--- config.mk ---
export PLATFORM = sky130hd
export DESIGN_NAME = midi_to_speech_chip_commands_core
export DESIGN_NICKNAME = d
export VERILOG_FILES = /design/src/mtsc_pkg.sv /design/src/mtsc_front.sv /design/src/mtsc_queue.sv /design/src/mtsc_back.sv /design/src/midi_to_speech_chip_commands_core.sv
export SDC_FILE = /design/constraint.sdc
export NUM_CORES = 1
export LEC_CHECK = 0
export ABC_AREA = 1
export BUFFER_PORTS_ARGS = -buffer_cell sky130_fd_sc_hd__clkbuf_2
export CAP_MARGIN = 20
export CORE_ASPECT_RATIO = 1.75
export CORE_MARGIN = 2
export CORE_UTILIZATION = 50
export DETAILED_ROUTE_END_ITERATION = 12
export PLACE_DENSITY = 0.76
export SKIP_LAST_GASP = 1
export SLEW_MARGIN = 20
export SYNTH_ARGS = -nofsm -noshare
export SYNTH_HDL_FRONTEND = slang
export SYNTH_SLANG_ARGS = --single-unit
--- constraint.sdc ---
create_clock -name clk -period 7.15 [get_ports clk]
set_input_delay 0.3575 -clock clk [delete_from_list [all_inputs] [get_ports clk]]
set_output_delay 0.3575 -clock clk [all_outputs]
set_load 0.01 [all_outputs]
--- src/mtsc_pkg.sv ---
// Package for the MIDI to speech-chip command core: payload types, event codes,
// register selects, divide-by-constant reciprocals and the phoneme code table.
// No dependencies.
package mtsc_pkg;

	// Event codes
	localparam logic [3:0] OpNoteOff = 4'd8;
	localparam logic [3:0] OpNoteOn  = 4'd9;
	localparam logic [3:0] OpCtrl    = 4'd11;
	localparam logic [3:0] OpBend    = 4'd14;

	localparam logic [3:0] ChanSpeech = 4'd0;
	localparam logic [3:0] ChanOsc    = 4'd1;
	localparam logic [6:0] CtrlFilter = 7'd1;

	// Speech chip register selects
	localparam logic [2:0] RegPhoneme   = 3'd0;
	localparam logic [2:0] RegAmplitude = 3'd3;
	localparam logic [2:0] RegFilter    = 3'd4;

	localparam logic TargetSpeech = 1'b0;
	localparam logic TargetOsc    = 1'b1;

	localparam logic [7:0]  DurationCode  = 8'hC0;
	localparam logic [7:0]  AmpBase       = 8'h30;
	localparam logic [7:0]  FilterBase    = 8'd200;
	localparam logic [15:0] OscOctaveWord = 16'hA000;

	// Note clamp window for the phoneme lookup
	localparam logic [6:0] NoteLow  = 7'd36;
	localparam logic [6:0] NoteHigh = 7'd93;
	localparam int unsigned RomDepth = 58;

	// value*15/127 for value < 2^11 after the scale: rounded-up reciprocal, shift 18
	localparam int unsigned VelDiv     = 127;
	localparam int unsigned AmpShift   = 18;
	localparam int unsigned AmpRecip   = ((1 << AmpShift) + VelDiv - 1) / VelDiv;
	localparam logic [21:0] AmpMul     = 22'(15 * AmpRecip);
	// value*51/127 for products < 2^13: shift 20
	localparam int unsigned FiltShift  = 20;
	localparam int unsigned FiltRecip  = ((1 << FiltShift) + VelDiv - 1) / VelDiv;
	localparam logic [25:0] FiltMul    = 26'(51 * FiltRecip);

	// Pitch bend: dac = 1023 -/+ |v - 16288| * 1015 / 16188, dividend < 2^24
	localparam logic [13:0] BendCenter = 14'd16288;
	localparam logic [23:0] BendScale  = 24'd1015;
	localparam longint unsigned BendDiv   = 16188;
	localparam int unsigned     BendShift = 38;
	localparam longint unsigned BendRecip =
		((64'd1 << BendShift) + BendDiv - 1) / BendDiv;
	localparam logic [48:0] BendRecipW = 49'(BendRecip);
	localparam logic [10:0] DacMid     = 11'd1023;

	typedef struct packed {
		logic [3:0] op;
		logic [3:0] channel;
		logic [6:0] data_first;
		logic [6:0] data_second;
	} in_t;

	typedef struct packed {
		logic        target;
		logic [2:0]  speech_register;
		logic [7:0]  speech_value;
		logic [15:0] oscillator_word;
		logic        busy_res;
		logic        last;
	} out_t;

	// One classified event: how many results and their payloads
	typedef struct packed {
		logic [1:0] count;
		out_t       first;
		out_t       second;
	} cmd_t;

	typedef struct packed {
		logic full;
		logic empty;
	} qstat_t;

	function automatic logic [5:0] phoneme_code(input logic [5:0] idx);
		logic [5:0] code;
		unique case (idx)
			6'd0:  code = 6'h16;  6'd1:  code = 6'h3D;  6'd2:  code = 6'h14;
			6'd3:  code = 6'h3C;  6'd4:  code = 6'h11;  6'd5:  code = 6'h13;
			6'd6:  code = 6'h3B;  6'd7:  code = 6'h10;  6'd8:  code = 6'h3B;
			6'd9:  code = 6'h0E;  6'd10: code = 6'h08;  6'd11: code = 6'h1C;
			6'd12: code = 6'h3E;  6'd13: code = 6'h0A;  6'd14: code = 6'h07;
			6'd15: code = 6'h01;  6'd16: code = 6'h06;  6'd17: code = 6'h04;
			6'd18: code = 6'h39;  6'd19: code = 6'h37;  6'd20: code = 6'h20;
			6'd21: code = 6'h38;  6'd22: code = 6'h1F;  6'd23: code = 6'h2C;
			6'd24: code = 6'h2D;  6'd25: code = 6'h31;  6'd26: code = 6'h32;
			6'd27: code = 6'h2F;  6'd28: code = 6'h30;  6'd29: code = 6'h34;
			6'd30: code = 6'h33;  6'd31: code = 6'h2C;  6'd32: code = 6'h24;
			6'd33: code = 6'h27;  6'd34: code = 6'h25;  6'd35: code = 6'h28;
			6'd36: code = 6'h29;  6'd37: code = 6'h26;  6'd38: code = 6'h00;
			6'd39: code = 6'h12;  6'd40: code = 6'h18;  6'd41: code = 6'h0C;
			6'd42: code = 6'h3A;  6'd43: code = 6'h05;  6'd44: code = 6'h03;
			6'd45: code = 6'h2A;  6'd46: code = 6'h2B;  6'd47: code = 6'h2E;
			6'd48: code = 6'h22;  6'd49: code = 6'h21;  6'd50: code = 6'h3F;
			6'd51: code = 6'h36;  6'd52: code = 6'h35;  6'd53: code = 6'h1D;
			6'd54: code = 6'h1E;  6'd55: code = 6'h23;  6'd56: code = 6'h26;
			6'd57: code = 6'h2B;
			default: code = 6'h00;
		endcase
		return code;
	endfunction

endpackage

--- src/mtsc_front.sv ---
// Front end: accepts MIDI events, tracks held note and speaking flag, and
// classifies each event into a command of up to two results over two stages.
// Depends on mtsc_pkg.
module mtsc_front import mtsc_pkg::*; (
	input  logic   clk,
	input  logic   arst_n,
	input  logic   event_valid,
	output logic   event_stall,
	input  in_t    event_data,
	output logic   push,
	output cmd_t   push_data,
	input  qstat_t qstat
);

	logic        v_s1, v_s2;
	cmd_t        cmd_s1, cmd_s2;
	logic        bend_s1, bend_s2;
	logic        neg_s1, neg_s2;
	logic [23:0] prod_s1;
	logic [9:0]  quot_s2;
	logic [6:0]  held_note_q;
	logic        speaking_q;

	logic        en, accept;
	logic [6:0]  nxt_held;
	logic        nxt_speaking;
	cmd_t        cmd_c;
	logic        bend_c;
	logic [21:0] amp_prod;
	logic [25:0] filt_prod;
	logic [7:0]  amp_val, filt_val;
	logic [6:0]  note_clamped;
	logic [5:0]  rom_idx;
	logic [13:0] bend_raw, bend_mag;
	logic        bend_neg;
	logic [48:0] bend_full;
	logic [10:0] dac;

	// Stall only when a result-bearing command waits on a full queue
	assign en          = !(v_s2 && (cmd_s2.count != 2'd0) && qstat.full);
	assign event_stall = !en;
	assign accept      = event_valid && en;
	assign push        = v_s2 && (cmd_s2.count != 2'd0) && !qstat.full;

	assign amp_prod  = 22'(event_data.data_second) * AmpMul;
	assign amp_val   = AmpBase + 8'(amp_prod[21:AmpShift]);
	assign filt_prod = 26'(event_data.data_second) * FiltMul;
	assign filt_val  = FilterBase + 8'(filt_prod[25:FiltShift]);

	always_comb begin
		if (event_data.data_first < NoteLow) begin
			note_clamped = NoteLow;
		end else if (event_data.data_first > NoteHigh) begin
			note_clamped = NoteHigh;
		end else begin
			note_clamped = event_data.data_first;
		end
	end
	assign rom_idx = 6'(note_clamped - NoteLow);

	assign bend_raw = {event_data.data_second, event_data.data_first};
	assign bend_neg = bend_raw < BendCenter;
	assign bend_mag = bend_neg ? (BendCenter - bend_raw) : (bend_raw - BendCenter);

	always_comb begin
		nxt_held     = held_note_q;
		nxt_speaking = speaking_q;
		cmd_c        = '0;
		bend_c       = 1'b0;
		unique case (event_data.op)
			OpNoteOn: begin
				if (event_data.channel == ChanSpeech) begin
					nxt_held                     = event_data.data_first;
					nxt_speaking                 = 1'b1;
					cmd_c.count                  = 2'd2;
					cmd_c.first.target           = TargetSpeech;
					cmd_c.first.speech_register  = RegAmplitude;
					cmd_c.first.speech_value     = amp_val;
					cmd_c.second.target          = TargetSpeech;
					cmd_c.second.speech_register = RegPhoneme;
					cmd_c.second.speech_value    = DurationCode | {2'b00, phoneme_code(rom_idx)};
					cmd_c.second.last            = 1'b1;
				end else if (event_data.channel == ChanOsc) begin
					cmd_c.count                 = 2'd1;
					cmd_c.first.target          = TargetOsc;
					cmd_c.first.oscillator_word =
						OscOctaveWord | {4'b0000, event_data.data_first, 5'b00000};
					cmd_c.first.last            = 1'b1;
				end
			end
			OpNoteOff: begin
				if (event_data.channel == ChanSpeech && event_data.data_first == held_note_q) begin
					nxt_speaking                = 1'b0;
					cmd_c.count                 = 2'd1;
					cmd_c.first.target          = TargetSpeech;
					cmd_c.first.speech_register = RegPhoneme;
					cmd_c.first.speech_value    = DurationCode;
					cmd_c.first.last            = 1'b1;
				end
			end
			OpCtrl: begin
				if (event_data.data_first == CtrlFilter) begin
					cmd_c.count                 = 2'd1;
					cmd_c.first.target          = TargetSpeech;
					cmd_c.first.speech_register = RegFilter;
					cmd_c.first.speech_value    = filt_val;
					cmd_c.first.last            = 1'b1;
				end
			end
			OpBend: begin
				// word filled in at stage two once the quotient is known
				bend_c             = 1'b1;
				cmd_c.count        = 2'd1;
				cmd_c.first.target = TargetOsc;
				cmd_c.first.last   = 1'b1;
			end
			default: begin
			end
		endcase
		cmd_c.first.busy_res  = nxt_speaking;
		cmd_c.second.busy_res = nxt_speaking;
	end

	always_ff @(posedge clk or negedge arst_n) begin
		if (!arst_n) begin
			v_s1        <= 1'b0;
			v_s2        <= 1'b0;
			held_note_q <= '0;
			speaking_q  <= 1'b0;
		end else if (en) begin
			v_s1 <= accept;
			v_s2 <= v_s1;
			if (accept) begin
				held_note_q <= nxt_held;
				speaking_q  <= nxt_speaking;
			end
		end
	end

	assign bend_full = 49'(prod_s1) * BendRecipW;

	always_ff @(posedge clk) begin
		if (en) begin
			cmd_s1  <= cmd_c;
			bend_s1 <= bend_c;
			neg_s1  <= bend_neg;
			prod_s1 <= 24'(bend_mag) * BendScale;
			cmd_s2  <= cmd_s1;
			bend_s2 <= bend_s1;
			neg_s2  <= neg_s1;
			quot_s2 <= 10'(bend_full >> BendShift);
		end
	end

	assign dac = neg_s2 ? (DacMid - 11'(quot_s2)) : (DacMid + 11'(quot_s2));

	always_comb begin
		push_data = cmd_s2;
		if (bend_s2) begin
			push_data.first.oscillator_word = OscOctaveWord | {3'b000, dac, 2'b00};
		end
	end

`ifndef SYNTH
	a_stall_needs_s2: assert property (@(posedge clk) disable iff (!arst_n)
		event_stall |-> v_s2 && qstat.full)
		else $error("front stalls without a blocked command");
`endif

endmodule

--- src/mtsc_queue.sv ---
// Command queue between front and back: a small register FIFO of classified
// commands. Depends on mtsc_pkg.
module mtsc_queue import mtsc_pkg::*; #(
	parameter int Depth = 2
) (
	input  logic   clk,
	input  logic   arst_n,
	input  logic   push,
	input  cmd_t   push_data,
	input  logic   pop,
	output cmd_t   head,
	output qstat_t qstat
);

	localparam int PtrW = (Depth > 1) ? $clog2(Depth) : 1;
	localparam int CntW = $clog2(Depth + 1);

	cmd_t            mem_q [Depth];
	logic [PtrW-1:0] wr_ptr_q, rd_ptr_q;
	logic [CntW-1:0] count_q;
	logic            do_push, do_pop;

	assign qstat.full  = (count_q == CntW'(Depth));
	assign qstat.empty = (count_q == '0);
	assign do_push     = push && !qstat.full;
	assign do_pop      = pop && !qstat.empty;
	assign head        = mem_q[rd_ptr_q];

	always_ff @(posedge clk or negedge arst_n) begin
		if (!arst_n) begin
			wr_ptr_q <= '0;
			rd_ptr_q <= '0;
			count_q  <= '0;
		end else begin
			if (do_push) begin
				wr_ptr_q <= (wr_ptr_q == PtrW'(Depth - 1)) ? '0 : wr_ptr_q + 1'b1;
			end
			if (do_pop) begin
				rd_ptr_q <= (rd_ptr_q == PtrW'(Depth - 1)) ? '0 : rd_ptr_q + 1'b1;
			end
			if (do_push && !do_pop) begin
				count_q <= count_q + 1'b1;
			end else if (do_pop && !do_push) begin
				count_q <= count_q - 1'b1;
			end
		end
	end

	always_ff @(posedge clk) begin
		if (do_push) begin
			mem_q[wr_ptr_q] <= push_data;
		end
	end

`ifndef SYNTH
	a_count_bound: assert property (@(posedge clk) disable iff (!arst_n)
		count_q <= CntW'(Depth))
		else $error("queue count beyond depth");
	a_no_lost_push: assert property (@(posedge clk) disable iff (!arst_n)
		push |-> !qstat.full)
		else $error("command pushed into a full queue");
`endif

endmodule

--- src/mtsc_back.sv ---
// Back end: takes commands from the queue and sends their results one per
// cycle while results are not stalled, through a registered output stage. Depends on mtsc_pkg.
module mtsc_back import mtsc_pkg::*; (
	input  logic   clk,
	input  logic   arst_n,
	input  cmd_t   head,
	input  qstat_t qstat,
	output logic   pop,
	output logic   result_valid,
	input  logic   result_stall,
	output out_t   result_data
);

	logic phase_q;
	logic out_v_q;
	out_t out_q;
	logic load;
	out_t sel;

	assign load = !out_v_q || !result_stall;
	assign sel  = phase_q ? head.second : head.first;
	assign pop  = load && !qstat.empty && sel.last;

	always_ff @(posedge clk or negedge arst_n) begin
		if (!arst_n) begin
			phase_q <= 1'b0;
			out_v_q <= 1'b0;
		end else if (load) begin
			out_v_q <= !qstat.empty;
			if (!qstat.empty) begin
				// advance to the second result or back to the first of the next
				phase_q <= !sel.last;
			end
		end
	end

	always_ff @(posedge clk) begin
		if (load && !qstat.empty) begin
			out_q <= sel;
		end
	end

	assign result_valid = out_v_q;
	assign result_data  = out_q;

`ifndef SYNTH
	a_second_follows: assert property (@(posedge clk) disable iff (!arst_n)
		result_valid && !result_stall && !result_data.last |=> result_valid)
		else $error("second result of an event did not follow");
	a_first_is_amp: assert property (@(posedge clk) disable iff (!arst_n)
		result_valid && !result_data.last |->
			result_data.target == TargetSpeech && result_data.speech_register == RegAmplitude)
		else $error("non-final result is not the amplitude write");
`endif

endmodule

--- src/midi_to_speech_chip_commands_core.sv ---
// Top level of the MIDI to speech-chip command core: front classifier, command
// queue and result back end. Depends on mtsc_pkg, mtsc_front, mtsc_queue, mtsc_back.
//
//  channel   direction  handshake            payload
//  event     in         event_valid/stall    in_t  event_data
//  result    out        result_valid/stall   out_t result_data
//
// The front takes one event per cycle unless it stalls; its two stages hold the bend divide.
// The back sends one result per cycle unless results are stalled, so a note-on's two results
// leave back to back; the first passes both front stages, the queue and the output register.
// Reset clears held note, speaking flag, pipeline valids and the queue.
// A stalled result holds the back; the queue absorbs QueueDepth commands before
// the front stalls events.
module midi_to_speech_chip_commands_core import mtsc_pkg::*; #(
	parameter int QueueDepth = 2
) (
	input  logic clk,
	input  logic arst_n,
	input  logic event_valid,
	output logic event_stall,
	input  in_t  event_data,
	output logic result_valid,
	input  logic result_stall,
	output out_t result_data
);

	logic   push, pop;
	cmd_t   push_data, head;
	qstat_t qstat;

	mtsc_front u_front (
		.clk         (clk),
		.arst_n      (arst_n),
		.event_valid (event_valid),
		.event_stall (event_stall),
		.event_data  (event_data),
		.push        (push),
		.push_data   (push_data),
		.qstat       (qstat)
	);

	mtsc_queue #(
		.Depth (QueueDepth)
	) u_queue (
		.clk       (clk),
		.arst_n    (arst_n),
		.push      (push),
		.push_data (push_data),
		.pop       (pop),
		.head      (head),
		.qstat     (qstat)
	);

	mtsc_back u_back (
		.clk          (clk),
		.arst_n       (arst_n),
		.head         (head),
		.qstat        (qstat),
		.pop          (pop),
		.result_valid (result_valid),
		.result_stall (result_stall),
		.result_data  (result_data)
	);

endmodule
# ---- Word-level counts from Yosys, hierarchy flattened
# Memories as Yosys holds them, arrays and structs flattened.
# Index checks and enable logic that the tools add are counted.
dict set report op_classes {
  addsub 11
  mul 4
  div 0
  n_lt_le_gt_ge 3
  n_eq_ne 8
  shift 0
  muxes 31
  bitwise_logic 4
  reduce_logical 30
}
# op count
set op_table {}
lappend op_table {{$mul 24x25->48 const B} 1}
lappend op_table {{$pmux 11 s3} 1}
lappend op_table {{$mux 16} 2}
lappend op_table {{$mux 30} 1}
lappend op_table {{$mul 7x19->26 const B} 1}
lappend op_table {{$mux 13} 2}
lappend op_table {{$mul 14x10->24 const B} 1}
lappend op_table {{$mul 7x15->22 const B} 1}
lappend op_table {{$eq 4x4->1 const B} 4}
lappend op_table {{$lt 14x14->1 const B} 1}
lappend op_table {{$mux 14} 1}
lappend op_table {{$sub 14x14->14 const A} 1}
lappend op_table {{$sub 14x14->14 const B} 1}
lappend op_table {{$mux 1} 12}
lappend op_table {{$mux 6} 2}
lappend op_table {{$pmux 3 s4} 1}
lappend op_table {{$add 10x10->11 const A} 1}
lappend op_table {{$logic_and 1x1->1} 11}
lappend op_table {{$mux 11} 1}
lappend op_table {{$sub 10x10->11 const A} 1}
lappend op_table {{$mux 10} 1}
lappend op_table {{$add 7x7->8 const A} 1}
lappend op_table {{$logic_not 1->1} 8}
lappend op_table {{$mux 8} 1}
lappend op_table {{other kinds (24)} 33}
dict set report word_totals {
  regBits 174
  latchBits 0
  ram_bits 92
  romBits 384
  input_bits 26
  elab_cells 138
  mem_count 2
}
# memory words width read_ports rd_clocked_by_memory_dff write_ports line_no
set mem_list {}
lappend mem_list {{(no name shown)} 64 6 1 0 0 mtsc_pkg.sv:84} ;# unique case (idx)
lappend mem_list {u_queue.mem_q 2 46 1 0 1 mtsc_queue.sv:18} ;# cmd_t mem_q [Depth];

# ---- Depth between registers and ports, before layout
dict set report depth {
  depth_word 8
  mapped_depth 31
  mapped_depth_nobuf 31
}

# ---- Modules after synthesis
# A second synthesis with hierarchy kept.
dict set report hier_totals {
  hier_cells 3123
  hier_area_um2 28742.6
}
# mod n_inst cells_per_inst area_each_um2
set modules_own_cells {}
lappend modules_own_cells {mtsc_front 1 2627 22600.4}
lappend modules_own_cells {mtsc_queue 1 355 4773.3}
lappend modules_own_cells {mtsc_back 1 141 1368.8}

# ---- Worst setup path after synthesis
# Ideal clock, no wire load.
dict set report synth_path {
  path_type {input -> register}
  from {input port event_data[1] in the netlist's numbering}
  to {register u_front.prod_s1[18], data pin}
  setup_time_ps 265
  arrival_time_ps 5872
  required_time_ps 6885
  setup_slack_ps 1013
  stages 25
  cell_sequence {ha_1 > nand2_1 > nor2_1 > nand2_1 > buf_2 > nand3_1 > o21ai_0 > xor2_1 > inv_1 > fa_1 > inv_1 > fa_1 > inv_1 > fa_1 > fa_1 > inv_1 > fa_1 > inv_1 > ha_1 > a21oi_1 > a21boi_0 > nand2_1 > a21oi_1 > o21ai_0 > xor2_1}
}
dict set report synth_via {
  elab_chain_cells 3
  elab_cells_between_ends 5
  classes_between {add/sub (2); mul (1); order compare (1); mux (1)}
}
# element line_no
set synth_rtl {}
lappend synth_rtl {{start, declared} midi_to_speech_chip_commands_core.sv:21} ;# input in_t event_data,
lappend synth_rtl {{$lt 14x14->1} mtsc_front.sv:62} ;# assign bend_neg = bend_raw < BendCenter;
lappend synth_rtl {{via u_front.bend_neg} mtsc_front.sv:35} ;# logic bend_neg;
lappend synth_rtl {{$mux 14} mtsc_front.sv:63} ;# assign bend_mag = bend_neg ? (BendCenter - bend_raw) : (bend_raw - BendCenter);
lappend synth_rtl {{$mul 14x10->24} mtsc_front.sv:147} ;# prod_s1 <= 24'(bend_mag) * BendScale;
lappend synth_rtl {{end signal, assigned} mtsc_front.sv:147}
lappend synth_rtl {{end, declared} mtsc_front.sv:19} ;# logic [23:0] prod_s1;
# The timed path passes the listed nets, and every way through them passes these cells.
# A chain may end at the register's enable or synchronous reset.

# ---- Worst setup path in the final report
dict set report layout_path {
  from {register u_front.prod_s1[22]}
  to {register u_front.quot_s2[2], data pin}
}
dict set report layout_via {
  elab_chain_cells 1
}
# element line_no
set layout_rtl {}
lappend layout_rtl {{$mul 24x25->48} mtsc_front.sv:140} ;# assign bend_full = 49'(prod_s1) * BendRecipW;
lappend layout_rtl {{via u_front.bend_full[40]} mtsc_front.sv:36} ;# logic [48:0] bend_full;
lappend layout_rtl {{end signal, assigned} mtsc_front.sv:151} ;# quot_s2 <= 10'(bend_full >> BendShift);
lappend layout_rtl {{end, declared} mtsc_front.sv:20} ;# logic [9:0] quot_s2;
# The timed path passes the listed nets, and every way through them passes these cells.

==> results.tsv <==
metric	value	unit
synth_warnings	0	
h-tree-depth	1	
syn_area_per_cell	9.19	um2
core	50500	um2
synthCells	2781	
arrival	6.80	ns
drt_iter0_drc	959	
synthFlopType	edfxtp_1	
multi_input_area	17000	um2
async_flop_share	0.0796	
hold_viol	0	
slew_viol_final	0	
die_h	303	um
die_area	53000	um2
worst-path-buf-inv	5	
cts_max_path_buffers	3	
tightest_slew	1.02	ns
clock-sinks	201	
nets	3604	
synth-seq-cells	201	
fmax	153	MHz
numCtsBuffers	19	
drtPass1Iterations	5	
cp_cell_sequence	fa_1 -> inv_1 -> fa_1 -> inv_1 -> fa_1 -> fa_1 -> fa_1 -> fa_1 -> inv_1 -> fa_1 -> inv_1 -> ha_1 -> nand2_1 -> nor2_1 -> inv_1 -> nor4_1 -> nand4_1 -> nand4_1 -> nand2_1	
critPathMaxStageDelay	0.74	ns
hold_depth	3	
worstPathRequired	7.42	ns
regToRegEndpoint	u_front.quot_s2[2]	
drive_gt1_frac	0.0478	
max_slew_margin	0.320	
ctsHoldBuffers	1	
initial_core_util	0.506	
grt_pass1_wl	101000	um
viasPerCell	5.33	
hold_path_end	u_back.result_valid	
r2r_cells	19	
cap_viol_max_count	0	
grt_start_max_net_pins	76	
vias	18800	
overflow	0	
drc	0	
dpl.hpwl	53700	um
ant_nets	0	
ioPinCount	58	
tns	0	ns
gp_congestion	1.00	
r2r_start	u_front.prod_s1[22]	
clock_latency	0.52	ns
fillers	4561	
synthDistinctLibCells	53	
critical-path-top-delay-family	adder cells	
finalWirelength	62700	um
period_share	0.913	
min_from	result_stall	
crit_fanout	7	
grt_pass1_vias	20300	
r2r_slack	0.62	ns
status	complete, no violations	
end_kind	register	
setup_viol	0	
antenna_found_initial	0	
globalRouteTotalUtil	0.245	
netlist_area	25600	um2
post_cts_buffers	0	
critical_path.startpoint_type	register	
row_count	109	
area_growth_syn_to_layout	6.83	%
regArea	5960	um2
portBuffers	54	
clk_pin_slew	0.07	ns
cpMaxStageDelayCell	fa_1	
cts_resized	0	
rsz0062_at_grt	false	
antennaDiodeCount	0	
avgRoutedWirePerCell	17.7	um
clock-root-buffer	clkbuf_16	
synth-edff-count	185	
final.setup_skew	0.0119	ns
period_minus_slack	6.53	ns
critical_path.most_common_cell	fa_1	
chipWidth	175	um
min_path_type	in -> reg	
synth-seq-area-share	0.233	
cts_tree	built	
crit_type	reg -> reg	
-- area by class of cell --
class,count,area share
Clock inverter,11,0.00325
Inverter,668,0.0919
Multi-Input combinational cell,1887,0.621
Tap cell,666,0.0305
Timing Repair Buffer,80,0.0171
Sequential cell,201,0.218
Clock buffer,22,0.0178
-- routing by layer --
metal / wire, um / track usage / up-vias
met5: 0 / 0 / -
met4: 5410 / 0.181 / 0
met3: 2430 / 0.0301 / 278
met2: 33400 / 0.466 / 544
met1: 21400 / 0.242 / 8962
li1: - / - / 9064
-- tightest hold or removal path, cell delays in order --
cell and delay [ns]:
clkbuf_2 0.07, nand2_1 0.05, nand2_1 0.06
-- Yosys cell counts (2+ instances only) --
cell       instances  area [um2]
inv_2              5        18.8
o21ai_0          133         666
clkbuf_1          10        37.5
a211oi_1           6        45.0
o211a_1            2        20.0
a21oi_1          117         586
nand2_2            4        25.0
xnor2_1           18         158
nor2_1           184         691
nor2_4             3        33.8
o21bai_1          15         113
o2111ai_1          2        17.5
o31ai_1            3        22.5
buf_4              7        52.6
buf_2              4        20.0
o21a_1            10        75.1
nand4_1           32         200
inv_1            662        2480
a21boi_0           8        60.1
fa_1             298        5970
or2_2              7        43.8
ha_1             423        5290
buf_6              3        33.8
nor4_1            10        62.6
xor2_1            37         324
nor3_1            28         140
o211ai_1           8        60.1
dfrtp_1           16         400
a21o_1            13        97.6
buf_1              3        11.3
edfxtp_1         185        5560
nand2_1          381        1430
nand3_1          110         551
o22ai_1           11        68.8
a31oi_1            5        31.3
-- registers in the layout, summed over array words and instances (netlist names), 2 cells and up --
| register | count |
|---|---|
| u_front.held_note_q | 7 |
| u_back.result_data | 25 |
| u_front.cmd_s2 | 8 |
| u_front.prod_s1 | 24 |
| u_front.cmd_s1 | 29 |
| u_queue.mem_q | 64 |
| u_front.push_data | 21 |
| u_front.quot_s2 | 10 |
| u_queue.count_q | 2 |
-- cells in the final DEF (no fill, tap or decap), types with 32 or more instances in the layout --
master and instances:
nor2_1 182, edfxtp_1 185, clkbuf_2 54, nand2_1 381
xor2_1 37, ha_1 423, inv_1 660, o21ai_0 133
fa_1 298, nand4_1 32, a21oi_1 117, nand3_1 110
-- how the worst max path moves through the flow --
stage                                to                 from  slack, ns  depth (start not counted)
detailed placement  u_front.prod_s1[18]        event_data[4]       0.40                         25
global route         u_front.quot_s2[6]  u_front.prod_s1[22]       0.24                         19
floorplan           u_front.prod_s1[18]        event_data[1]       1.01                         25
finish               u_front.quot_s2[2]  u_front.prod_s1[22]       0.62                         19
CTS                  u_front.quot_s2[6]  u_front.prod_s1[22]       0.65                         19
global placement    u_front.prod_s1[18]        event_data[4]       0.47                         25
-- per-stage QoR --
stage	hold WS, ns	worst slack, ns	area, um2	util	cells
floorplan	0.0619	1.01	25600	-	2783
global placement	0.374	0.465	26700	0.529	3501
detailed placement	0.381	0.402	26700	0.529	3501
CTS	0.0480	0.655	27300	0.541	3535
global route	0.0658	0.238	27300	0.541	3535
finish	0.0630	0.620	27300	0.541	3535
-- cell families after synthesis --
kind of cell,after synthesis,synth area share
adder cells (fa/ha/maj),721,0.441
AND/OR/NAND/NOR,767,0.127
XOR/XNOR,57,0.0201
AO/OA/AOI/OAI,339,0.0749
other,1,0.000147
flip-flops,201,0.233
buffers and inverters,695,0.104
Power is not shown: default switching activity piles up to over one toggle a cycle in this logic, so the estimate is an artifact.
